==> config.mk <==
export PLATFORM = sky130hd
export DESIGN_NAME = frcl_frac_div
export DESIGN_NICKNAME = d
export VERILOG_FILES = /design/src/rtl/frcl_pkg.sv /design/src/rtl/frcl_frac_div.sv
export SDC_FILE = /design/constraint.sdc
export NUM_CORES = 2
export LEC_CHECK = 0
export BUFFER_PORTS_ARGS = -buffer_cell sky130_fd_sc_hd__clkbuf_2
export CAP_MARGIN = 20
export CORE_ASPECT_RATIO = 1.75
export CORE_MARGIN = 5
export CORE_UTILIZATION = 45
export CTS_BUF_LIST = sky130_fd_sc_hd__clkbuf_16
export CTS_CLUSTER_SIZE = 10
export DETAILED_ROUTE_END_ITERATION = 8
export SLEW_MARGIN = 15
export SYNTH_ARGS = -nofsm -noshare
export SYNTH_HDL_FRONTEND = slang
export SYNTH_SLANG_ARGS = --single-unit
==> constraint.sdc <==
create_clock -name clk -period 3.34 [get_ports clk]
set_clock_uncertainty 0.2 [all_clocks]
set_input_delay 0.167 -clock clk [delete_from_list [all_inputs] [get_ports clk]]
set_output_delay 0.167 -clock clk [all_outputs]
set_load 0.05 [all_outputs]
==> src/rtl/frcl_pkg.sv <==
`timescale 1ns / 1ps
// Shared types, widths and the quarter-wave cosine table generator for the fade/LFO block.
package frcl_pkg;

	// Divisor width (ramp length and period) and number of fraction bits of the phase.
	localparam int DIV_BITS      = 24;
	localparam int FRAC_BITS     = 16;
	localparam int LEVEL_BITS    = 16;
	localparam int CFG_IDX_BITS  = 3;
	localparam int CFG_DATA_BITS = 32;

	localparam logic [16:0] ONE_Q16 = 17'd65536;

	// Configuration register indexes, in write-port order.
	typedef enum logic [CFG_IDX_BITS-1:0] {
		REG_MODE,
		REG_START_LEVEL,
		REG_TARGET_LEVEL,
		REG_START_TIME,
		REG_RAMP_FRAMES,
		REG_PERIOD_LEN
	} cfg_reg_t;

	// Taylor coefficients of cos(pi/2 * u) in Q30, highest power first in Horner order.
	localparam logic [63:0] Q30_ONE = 64'd1073741824;
	localparam logic [63:0] COS_C1  = 64'd1324675879;
	localparam logic [63:0] COS_C2  = 64'd272375560;
	localparam logic [63:0] COS_C3  = 64'd22401992;
	localparam logic [63:0] COS_C4  = 64'd987048;
	localparam logic [63:0] COS_C5  = 64'd27060;

	// Ramp-side information that rides along the phase modulo pipeline.
	typedef struct packed {
		logic                neg;
		logic                done;
		logic [DIV_BITS-1:0] ramp_e;
	} ramp_side_t;

	// One quarter-wave table entry in Q16, evaluated at elaboration time only.
	function automatic logic [16:0] cos_entry(input int unsigned k, input int unsigned tb);
		logic [63:0] u;
		logic [63:0] w;
		logic [63:0] p;
		longint      c;
		u = 64'(k) << (30 - tb);
		w = (u * u) >> 30;
		p = COS_C5;
		p = COS_C4 - ((p * w) >> 30);
		p = COS_C3 - ((p * w) >> 30);
		p = COS_C2 - ((p * w) >> 30);
		p = COS_C1 - ((p * w) >> 30);
		c = longint'(Q30_ONE) - longint'((p * w) >> 30);
		c = (c + 64'sd8192) >>> 14;
		if (c < 0) begin
			c = 0;
		end
		if (c > 65536) begin
			c = 65536;
		end
		return 17'(c);
	endfunction

endpackage

==> src/rtl/frcl_frac_div.sv <==
`timescale 1ns / 1ps
// Pipelined restoring divider that yields a 16-bit fractional quotient, one bit per stage.
module frcl_frac_div (
	input  logic                           clk,
	input  logic                           arst_n,
	input  logic                           en,
	input  logic                           in_valid,
	input  logic [frcl_pkg::DIV_BITS-1:0]  hi,
	input  logic [frcl_pkg::FRAC_BITS-1:0] lo,
	input  logic [frcl_pkg::DIV_BITS-1:0]  den,
	input  logic                           in_done,
	output logic                           out_valid,
	output logic [frcl_pkg::FRAC_BITS-1:0] quot,
	output logic [frcl_pkg::DIV_BITS-1:0]  rem,
	output logic                           out_done
);
	import frcl_pkg::*;

	logic                 v_s    [FRAC_BITS];
	logic [DIV_BITS-1:0]  rem_s  [FRAC_BITS];
	logic [FRAC_BITS-1:0] lo_s   [FRAC_BITS];
	logic [FRAC_BITS-1:0] q_s    [FRAC_BITS];
	logic                 done_s [FRAC_BITS];

	for (genvar j = 0; j < FRAC_BITS; j++) begin : g_stage
		logic                 pv;
		logic [DIV_BITS-1:0]  prem;
		logic [FRAC_BITS-1:0] plo;
		logic [FRAC_BITS-1:0] pq;
		logic                 pdone;
		logic [DIV_BITS+1:0]  trial;
		logic [DIV_BITS-1:0]  nrem;

		if (j == 0) begin : g_first
			assign pv    = in_valid;
			assign prem  = hi;
			assign plo   = lo;
			assign pq    = '0;
			assign pdone = in_done;
		end else begin : g_next
			assign pv    = v_s[j-1];
			assign prem  = rem_s[j-1];
			assign plo   = lo_s[j-1];
			assign pq    = q_s[j-1];
			assign pdone = done_s[j-1];
		end

		// The partial remainder stays below the divisor, so one trial subtract per bit.
		assign trial = {1'b0, prem, plo[FRAC_BITS-1-j]} - {2'b00, den};
		assign nrem  = trial[DIV_BITS+1] ? {prem[DIV_BITS-2:0], plo[FRAC_BITS-1-j]}
		                                 : trial[DIV_BITS-1:0];

		always_ff @(posedge clk or negedge arst_n) begin
			if (!arst_n) begin
				v_s[j] <= 1'b0;
			end else if (en) begin
				v_s[j] <= pv;
			end
		end

		always_ff @(posedge clk) begin
			if (en) begin
				rem_s[j]  <= nrem;
				lo_s[j]   <= plo;
				q_s[j]    <= {pq[FRAC_BITS-2:0], ~trial[DIV_BITS+1]};
				done_s[j] <= pdone;
			end
		end
	end

	assign out_valid = v_s[FRAC_BITS-1];
	assign quot      = q_s[FRAC_BITS-1];
	assign rem       = rem_s[FRAC_BITS-1];
	assign out_done  = done_s[FRAC_BITS-1];

endmodule

==> impl_metrics.toml <==
[run_status]
outcome = "complete, but fails checks"
violations = "negative setup slack"

[yosys]
syn_avg_cell_area_sq_um = 11.03
synth_cell_types = 92
async_flop_share = 0.02381
yosys_warnings = 0
seq_area_frac_synth = 0.4756
yosysTopAreaCellShare = 0.4661
syn-cell-area_sq_um = 42260
synth_edf_count = 656
yosysTopAreaCell = "edfxtp_1"
syn-num-nets = 4302
ys_ff_latch = 672
synth_area_leaders = "edfxtp_1 (47%), ha_1 (11%), a21oi_1 (4.9%)"
netlist_instances = 3833
synthFlopType = "edfxtp_1"

[power]
powerDensity_nw_per_um2 = 1040
p_leak_nw = 23.59
ir_drop_v = 0.0005854

[setup_path]
rr_startpoint = "rem_s[8][5]"
cp-startpoint = "rem_s[8][5]"
critical_path.max_fanout = 8
rr_worst_depth = 11
path_cells = "ha_4, and4_1, o311ai_4, a31oi_1, buf_4, o21a_4, o41a_1, nor4b_4, a211oi_4, clkbuf_16, mux2_4"
critical_path_class = "reg -> reg"
cp.depth = 11
path_delay_family = "compound AO/OA/AOI/OAI gates"
ff2ff_setup_slack_ps = -210
critPathBufInv = 2
endpoint = "rem_s[9][21]"
slowest_stage = "a211oi_4"
cp_data_arrival_time_ps = 3750
cpPeakStageDelay_ps = 540
crit_path_start_kind = "flop"
required_ps = 3550
worstReg2RegEnd = "rem_s[9][21]"
endpoint_kind = "flop"

[clocking]
cts_tree = "yes"
htree_levels = 3
clockBufferDepth = 3
cts.clk_slew.worst_paths_ps = 60
clkLatencyLatePin_ps = 670
cts_buffers = 78
cts_sinks = 672
cts_root_buf = "clkbuf_16"

[sta]
hold_viol = 0
max_freq_mhz = 281.9
maxSlewHeadroom = 0.5197
setup_slack_ps = -207.6
worstMarginPinSlew_ps = 718.0
fin_crit_ps = 3548
period_share = 1.062
finalSetupViolations = 101
drv_slew = 0
rsz0062_at_grt = "true"

[drt]
drt_pass1_iterations = 5
wl_mm = 113.8
drt_iter0_drc = 1202
wl_per_cell_microns = 18.70
vias = 33900
ant_nets = 0
viasPerCell = 5.572
drc_errors = 0

[global_route]
overflow = 0
antenna_found_initial = 1
grt_pass1_wl_mm = 174.4
grt_max_degree = 109
grt_pass1_vias = 36250
grt_usage = 0.2141

[die]
die_w_microns = 241.7
io_pins = 111
start_util = 0.4537
die_h_microns = 415.4
die_area_sq_um = 100400
coreArea_sq_um = 93140
rows = 148

[placement]
hpwl_mm = 79.15
dp_cells = 5804
port-buffer-count = 110
gp_congestion = 0.8619
post_dp_cell_area_sq_um = 49960

[layout]
antenna_cells = 0
final_area_sq_um = 56840
areaGrowthSynthToFinish_pct = 34.49
post-route-util = 0.6102
final_common_cell = "buf_4"
final_cell_mix = "buf_4 (735), edfxtp_1 (656), a21oi_1 (356), ha_1 (346), nor2_1 (259)"
num-nets-final = 5327
drive_above_1_share = 0.3227
stdcell_count = 6084

[run]
max_cap_violations = 0

[hold_path]
hold_path_class = "in -> reg"
-- how the worst min path moves through the flow --
stage / start / endpoint / slack, ps / cells after the start
6_report: lo[1] / lo_s[0][1] / 50 / 2
5_1_grt: lo[3] / lo_s[0][3] / 20 / 2
4_1_cts: lo[1] / lo_s[0][1] / 0.8 / 2
3_5_place_dp: arst_n / out_valid / -90 / 1
3_3_place_gp: arst_n / out_valid / -100 / 1
2_1_floorplan: arst_n / g_stage[10].pv / -330 / 0
-- power breakdown --
group	total (mW)	switching, mW	internal (mW)
clock network	7.69	3.47	4.23
logic	36.3	17.7	18.6
registers	15.2	1.54	13.6
total	59.1	22.7	36.4
-- final cells by class --
class                   count  area [sq um]
fillers                  7630         36300
multi-input cells        2950         23830
flip-flops and latches    672         20100
repair buffers           1021          8753
clock buffers              79          1977
well taps                1200          1501
inverters                 135         514.2
clock inverters            27         168.9
-- metrics by stage --
stage | hold slack (ps) | power [mW] | setup TNS (ps) | setup slack [ps]
final | 45.82 | 59.11 | -7010 | -207.6
after global routing | 23.95 | 63.07 | -21270 | -252.8
after CTS | 0.7611 | 56.67 | -13150 | -218.5
after detailed placement | -92.14 | 44.76 | -137950 | -548.5
after global placement | -100.6 | 44.12 | -124670 | -497.4
after floorplan | -328.6 | 33.89 | 0 | 5.964
-- flip-flops by register name, indices dropped and copies added (netlist names) --
register	flops
out_valid	1
done_s	16
q_s	136
rem_s	384
lo_s	120
g_stage.pv	15
-- what timing repair did --
| item | CTS | global route |
|---|---|---|
| hold endpoints to repair | 129 | 0 |
| buffers inserted | 46 | 57 |
| setup endpoints to repair | 325 | 326 |
| gates cloned | 18 | 14 |
| pin swaps | 104 | 133 |
| resized for setup | 311 | 344 |
| hold buffers | 65 | 0 |
-- cell usage after synthesis, drive strengths merged, types with 10 or more instances --
library cell and instances:
o211ai 25, nor2 322, and3 29, o21a 70, o2111ai 13, inv 135, edfxtp 656, xnor2 179
dfrtp 16, nand4 20, or3 14, nor4 10, xor2 108, nand2b 58, buf 38, mux2i 10
a21boi 18, a211o 19, ha 384, fa 16, a21oi 414, nand3 60, nor3 52, a31oi 33
clkbuf 38, a211oi 25, a2111oi 13, o31ai 24, mux2 152, a41oi 11, nor2b 40, nand2 248
o31a 21, o21ai 257, and2 13, o21bai 41, a21o 127
-- kinds of logic (layout without fill, tap and decap cells) --
logic type                 Yosys count  in the layout  share of synthesized area
muxes                              162            162                    0.04287
and+or+nand+nor                    908            908                    0.09924
DFF                                672            672                     0.4756
AOI/OAI and AO/OA                 1193           1193                     0.1812
adders and majority gates          400            400                     0.1213
xor gates and xnor gates           287            287                    0.05948
buffers and inverters              211           1262                    0.02040
-- metal layers --
layer / up-vias / routed length (microns) / GRT usage
met2: 570 / 67380 / 0.4652
met3: 337 / 2855 / 0.02237
met5: - / 0 / 0
li1: 16560 / - / -
met1: 16430 / 35310 / 0.1804
met4: 0 / 8206 / 0.1183
Note: power is estimated with default switching activity, not from simulation.
