===== src/rtl/frcl_pkg.sv =====
`timescale 1ns / 1ps
// Shared types, widths and the quarter-wave cosine table generator for the fade/LFO block.
package frcl_pkg;

	// Divisor width (ramp length and period) and number of fraction bits of the phase.
	localparam int DIV_BITS      = 24;
	localparam int FRAC_BITS     = 16;
	localparam int LEVEL_BITS    = 16;
	localparam int CFG_IDX_BITS  = 3;
	localparam int CFG_DATA_BITS = 32;

	localparam logic [16:0] ONE_Q16 = 17'd65536;

	// Configuration register indexes, in write-port order.
	typedef enum logic [CFG_IDX_BITS-1:0] {
		REG_MODE,
		REG_START_LEVEL,
		REG_TARGET_LEVEL,
		REG_START_TIME,
		REG_RAMP_FRAMES,
		REG_PERIOD_LEN
	} cfg_reg_t;

	// Taylor coefficients of cos(pi/2 * u) in Q30, highest power first in Horner order.
	localparam logic [63:0] Q30_ONE = 64'd1073741824;
	localparam logic [63:0] COS_C1  = 64'd1324675879;
	localparam logic [63:0] COS_C2  = 64'd272375560;
	localparam logic [63:0] COS_C3  = 64'd22401992;
	localparam logic [63:0] COS_C4  = 64'd987048;
	localparam logic [63:0] COS_C5  = 64'd27060;

	// Ramp-side information that rides along the phase modulo pipeline.
	typedef struct packed {
		logic                neg;
		logic                done;
		logic [DIV_BITS-1:0] ramp_e;
	} ramp_side_t;

	// One quarter-wave table entry in Q16, evaluated at elaboration time only.
	function automatic logic [16:0] cos_entry(input int unsigned k, input int unsigned tb);
		logic [63:0] u;
		logic [63:0] w;
		logic [63:0] p;
		longint      c;
		u = 64'(k) << (30 - tb);
		w = (u * u) >> 30;
		p = COS_C5;
		p = COS_C4 - ((p * w) >> 30);
		p = COS_C3 - ((p * w) >> 30);
		p = COS_C2 - ((p * w) >> 30);
		p = COS_C1 - ((p * w) >> 30);
		c = longint'(Q30_ONE) - longint'((p * w) >> 30);
		c = (c + 64'sd8192) >>> 14;
		if (c < 0) begin
			c = 0;
		end
		if (c > 65536) begin
			c = 65536;
		end
		return 17'(c);
	endfunction

endpackage


===== src/rtl/frcl_phase_mod.sv =====
`timescale 1ns / 1ps
// Pipelined restoring remainder unit: one dividend bit per stage, elapsed time modulo the period.
module frcl_phase_mod #(
	parameter int TIME_BITS = 32
) (
	input  logic                        clk,
	input  logic                        arst_n,
	input  logic                        en,
	input  logic                        in_valid,
	input  logic [TIME_BITS-1:0]        mag,
	input  frcl_pkg::ramp_side_t        in_side,
	input  logic [frcl_pkg::DIV_BITS-1:0] den,
	output logic                        out_valid,
	output logic [frcl_pkg::DIV_BITS-1:0] rem,
	output frcl_pkg::ramp_side_t        out_side
);
	import frcl_pkg::*;

	logic                 v_s    [TIME_BITS];
	logic [DIV_BITS-1:0]  rem_s  [TIME_BITS];
	logic [TIME_BITS-1:0] mag_s  [TIME_BITS];
	ramp_side_t           side_s [TIME_BITS];

	for (genvar j = 0; j < TIME_BITS; j++) begin : g_stage
		logic                 pv;
		logic [DIV_BITS-1:0]  prem;
		logic [TIME_BITS-1:0] pmag;
		ramp_side_t           pside;
		logic [DIV_BITS+1:0]  trial;
		logic [DIV_BITS-1:0]  nrem;

		if (j == 0) begin : g_first
			assign pv    = in_valid;
			assign prem  = '0;
			assign pmag  = mag;
			assign pside = in_side;
		end else begin : g_next
			assign pv    = v_s[j-1];
			assign prem  = rem_s[j-1];
			assign pmag  = mag_s[j-1];
			assign pside = side_s[j-1];
		end

		// Bring in the next dividend bit and subtract the divisor if it fits.
		assign trial = {1'b0, prem, pmag[TIME_BITS-1-j]} - {2'b00, den};
		assign nrem  = trial[DIV_BITS+1] ? {prem[DIV_BITS-2:0], pmag[TIME_BITS-1-j]}
		                                 : trial[DIV_BITS-1:0];

		always_ff @(posedge clk or negedge arst_n) begin
			if (!arst_n) begin
				v_s[j] <= 1'b0;
			end else if (en) begin
				v_s[j] <= pv;
			end
		end

		always_ff @(posedge clk) begin
			if (en) begin
				rem_s[j]  <= nrem;
				mag_s[j]  <= pmag;
				side_s[j] <= pside;
			end
		end
	end

	assign out_valid = v_s[TIME_BITS-1];
	assign rem       = rem_s[TIME_BITS-1];
	assign out_side  = side_s[TIME_BITS-1];

endmodule


===== config.mk =====
export PLATFORM = sky130hd
export DESIGN_NAME = frcl_phase_mod
export DESIGN_NICKNAME = d
export VERILOG_FILES = /design/src/rtl/frcl_pkg.sv /design/src/rtl/frcl_phase_mod.sv
export SDC_FILE = /design/constraint.sdc
export NUM_CORES = 2
export LEC_CHECK = 0
export BUFFER_PORTS_ARGS = -buffer_cell sky130_fd_sc_hd__clkbuf_2
export CAP_MARGIN = 20
export CORE_MARGIN = 5
export CORE_UTILIZATION = 45
export DETAILED_ROUTE_END_ITERATION = 12
export HOLD_SLACK_MARGIN = 0.08
export PLACE_DENSITY_LB_ADDON = 0.15
export SLEW_MARGIN = 0
export SYNTH_ARGS = -nofsm -noshare
export SYNTH_HDL_FRONTEND = slang
export SYNTH_SLANG_ARGS = --single-unit
export TNS_END_PERCENT = 50

===== constraint.sdc =====
create_clock -name clk -period 9.7 [get_ports clk]
set_input_delay 0.97 -clock clk [delete_from_list [all_inputs] [get_ports clk]]
set_output_delay 0.97 -clock clk [all_outputs]
set_load 0.01 [all_outputs]

==> flow_metrics.env <==
export IMPL_synth_distinct_cells=96
export IMPL_ys_ff_latch=2128
export IMPL_dieArea_um2=247700
export IMPL_viasPerCell=5.527
export IMPL_postRouteAntennaNets=0
export IMPL_status="complete, no violations"
export IMPL_cts_reportedPaths_clkPinSlew_ns=0.06
export IMPL_drc=0
export IMPL_initial_core_util=0.4508
export IMPL_slowest_delay_ns=0.69
export IMPL_cp_end_kind="flip-flop"
export IMPL_antenna_found_initial=5
export IMPL_wl_mm=225.3
export IMPL_overflow=0
export IMPL_required_ns=10.26
export IMPL_final_common_cell="edfxtp_1"
export IMPL_clock_path_buffers=3
export IMPL_max_slew_margin=0.2171
export IMPL_slew_violations=0
export IMPL_power_frac_comb=0.421
export IMPL_drv_cap=0
export IMPL_area_growth_pct=11.68
export IMPL_p_int_uw=26130
export IMPL_power_switching_uw=14040
export IMPL_fin_crit_ns=4.805
export IMPL_ioPinCount=137
export IMPL_ys_seq_area_frac=0.5955
export IMPL_grt_max_degree=182
export IMPL_cts_tree="yes"
export IMPL_drt_iter0_drc=4492
export IMPL_rsz0062_at_grt="false"
export IMPL_fin_area_um2=119500
export IMPL_crit_chain="clkbuf_2 -> inv_2 -> buf_4 -> ha_1 -> a21o_1 -> a21o_1 -> a221o_1 -> a21oi_1 -> o211ai_1 -> o311ai_1 -> nand2_1 -> mux2_2"
export IMPL_numCtsBuffers=230
export IMPL_gp_congestion=0.8608
export IMPL_criticalPathCategory="in2reg"
export IMPL_most_common_layout_cells="2096 x edfxtp_1, 746 x ha_1, 592 x a21oi_1"
export IMPL_setup_viol=0
export IMPL_critical_path_top_delay_family="compound AO/OA/AOI/OAI gates"
export IMPL_synth_edf_count=2096
export IMPL_p_clk_frac=0.214
export IMPL_cts_sinks=2128
export IMPL_fp_dieH_um=497.7
export IMPL_placed_area_um2=111800
export IMPL_tightestPinTransition_ns=1.174
export IMPL_fin_crit_sh=0.4954
export IMPL_worst_path_buf_inv=3
export IMPL_clock_fmax_mhz=208.1
export IMPL_switching_share=0.3495
export IMPL_vias=65126
export IMPL_startpoint_type="primary input"
export IMPL_cts_max_level=4
export IMPL_async_flop_share=0.01504
export IMPL_avgSynthCellArea_um2=13.19
export IMPL_root_buffer="clkbuf_16"
export IMPL_nets=9286
export IMPL_placementRows=179
export IMPL_hp_class="in2async"
export IMPL_finClkSkew_ns=0.07928
export IMPL_grt_pass1_vias=64470
export IMPL_synth_area_um2=107000
export IMPL_worst_path_max_fanout=23
export IMPL_cp_arrival_ns=5.37
export IMPL_synth_flop_cell="edfxtp_1"
export IMPL_grt_use_total=0.1769
export IMPL_power_leakage_uw=0.04537
export IMPL_io_buffers=136
export IMPL_synth_warnings=0
export IMPL_routedWlPerCell_um=19.12
export IMPL_syn_inst=8116
export IMPL_ir_worst_vdd_v=0.0002034
export IMPL_tns_ns=0
export IMPL_clkLatencyLatePin_ns=0.89
export IMPL_path_common_cell="a21o_1"
export IMPL_p_seq_frac=0.365
export IMPL_die_x_um=497.7
export IMPL_final_layout_size_suffix_gt1_frac=0.1269
export IMPL_powerDensity_nw_per_um2=336.0
export IMPL_hpwl_mm=148.1
export IMPL_drtPass1Iterations=5
export IMPL_core_um2=237400
export IMPL_finalHoldViolations=0
export IMPL_cpMaxStageDelayCell="nand2_1"
export IMPL_postCtsSetupBuffers=0
export IMPL_holdBufCountCts=0
export IMPL_grt_pass1_wl_mm=353.7
export IMPL_cts_resized_gates=0
[power groups by stage]
stage / logic (uW) / clock network, uW / registers, uW
final: 16900 / 8610 / 14700
after CTS: 16800 / 8930 / 14700
after detailed placement: 16700 / 0 / 14900
after global routing: 18800 / 9330 / 14800
after floorplan: 13400 / 0 / 14100
after global placement: 16300 / 0 / 14900
[sequential cells by signal (all words and copies together) (netlist names)]
name / count
rem_s: 768
g_stage.pv: 31
side_s: 832
out_valid: 1
mag_s: 496
[stage by stage]
step                setup WS, ns  hold slack, ns  instances  power, uW    util
finish                     4.895          0.1978      11783      40170  0.5035
global route               4.642          0.1841      11783      43010  0.5035
CTS                        4.720          0.1449      11776      40430  0.5030
detailed placement         3.841          0.4045      11352      31510  0.4710
global placement           3.940          0.4001      11351      31210  0.4709
floorplan                  3.750          0.4003       8126      27530       -
[cells in the mapped netlist, types with 76 or more instances]
cell type,n,area (um^2)
nor2_1,509,1911
o21bai_1,93,698.2
clkbuf_1,94,352.8
o31ai_1,76,570.6
xnor2_1,330,2890
inv_1,261,979.7
o21a_1,138,1036
a21o_1,294,2207
ha_1,746,9334
o21ai_0,439,2197
edfxtp_1,2096,62940
a21oi_1,593,2968
nand2_1,464,1742
xor2_1,213,1866
mux2_2,415,4673
nand3_1,106,530.5
nor3_1,123,615.6
[final cells by class]
type | instances | area (um^2)
flip-flops and latches | 2128 | 63740
inverters | 261 | 999.7
clock buffers | 280 | 6005
diodes | 1 | 2.502
multi-input cells | 5592 | 41790
well taps | 3167 | 3963
fillers | 20368 | 117900
clock inverters | 144 | 1605
repair buffers | 210 | 1434
[cell families (layout without fill, tap and decap cells)]
kind of cell,Yosys count,after routing,share of synthesized area
fa+ha+maj,777,777,0.09300
compound gates,2163,2163,0.1322
flops,2128,2128,0.5955
buf+inv,406,895,0.01519
simple gates,1637,1637,0.07124
xor+xnor,543,543,0.04443
other cells,1,12,0.00003504
mux,461,461,0.04838
[path summary, 6_finish.rpt]
kind | end | slack, ns | cells after the start | startpoint
worst max-delay path | rem_s[6][79] | 4.90 | 12 | den[10]
worst min-delay path | g_stage[6].pv | 0.20 | 1 | arst_n
worst min register to register | side_s[4][44] | 0.35 | 0 | side_s[4][18]
max in group asynchronous | g_stage[28].pv | 8.98 | 1 | arst_n
min in group clk | side_s[0][22] | 0.26 | 1 | in_side[22]
worst max register to register | rem_s[7][44] | 5.58 | 13 | mag_s[7][2]
[worst reg2reg max path: stages (launching register included)]
cell       delay [ns]
edfxtp_1         0.37
inv_1            0.15
ha_1             0.21
inv_1            0.06
fa_1             0.43
a211oi_1         0.32
o21ai_0          0.21
a41o_1           0.30
a2111oi_0        0.67
o21bai_1         0.22
a31oi_1          0.31
mux2i_1          0.22
nor2_1           0.08
mux2_2           0.26
[metal layers]
metal	vias to the layer above	part of all wire	GRT usage
met1	31409	0.45	0.2372
met4	0	0.038	0.06467
met2	1335	0.47	0.2937
met3	434	0.042	0.02567
met5	-	0	0
li1	31948	-	-
No activity file was read; power rests on OpenSTA's default activity.
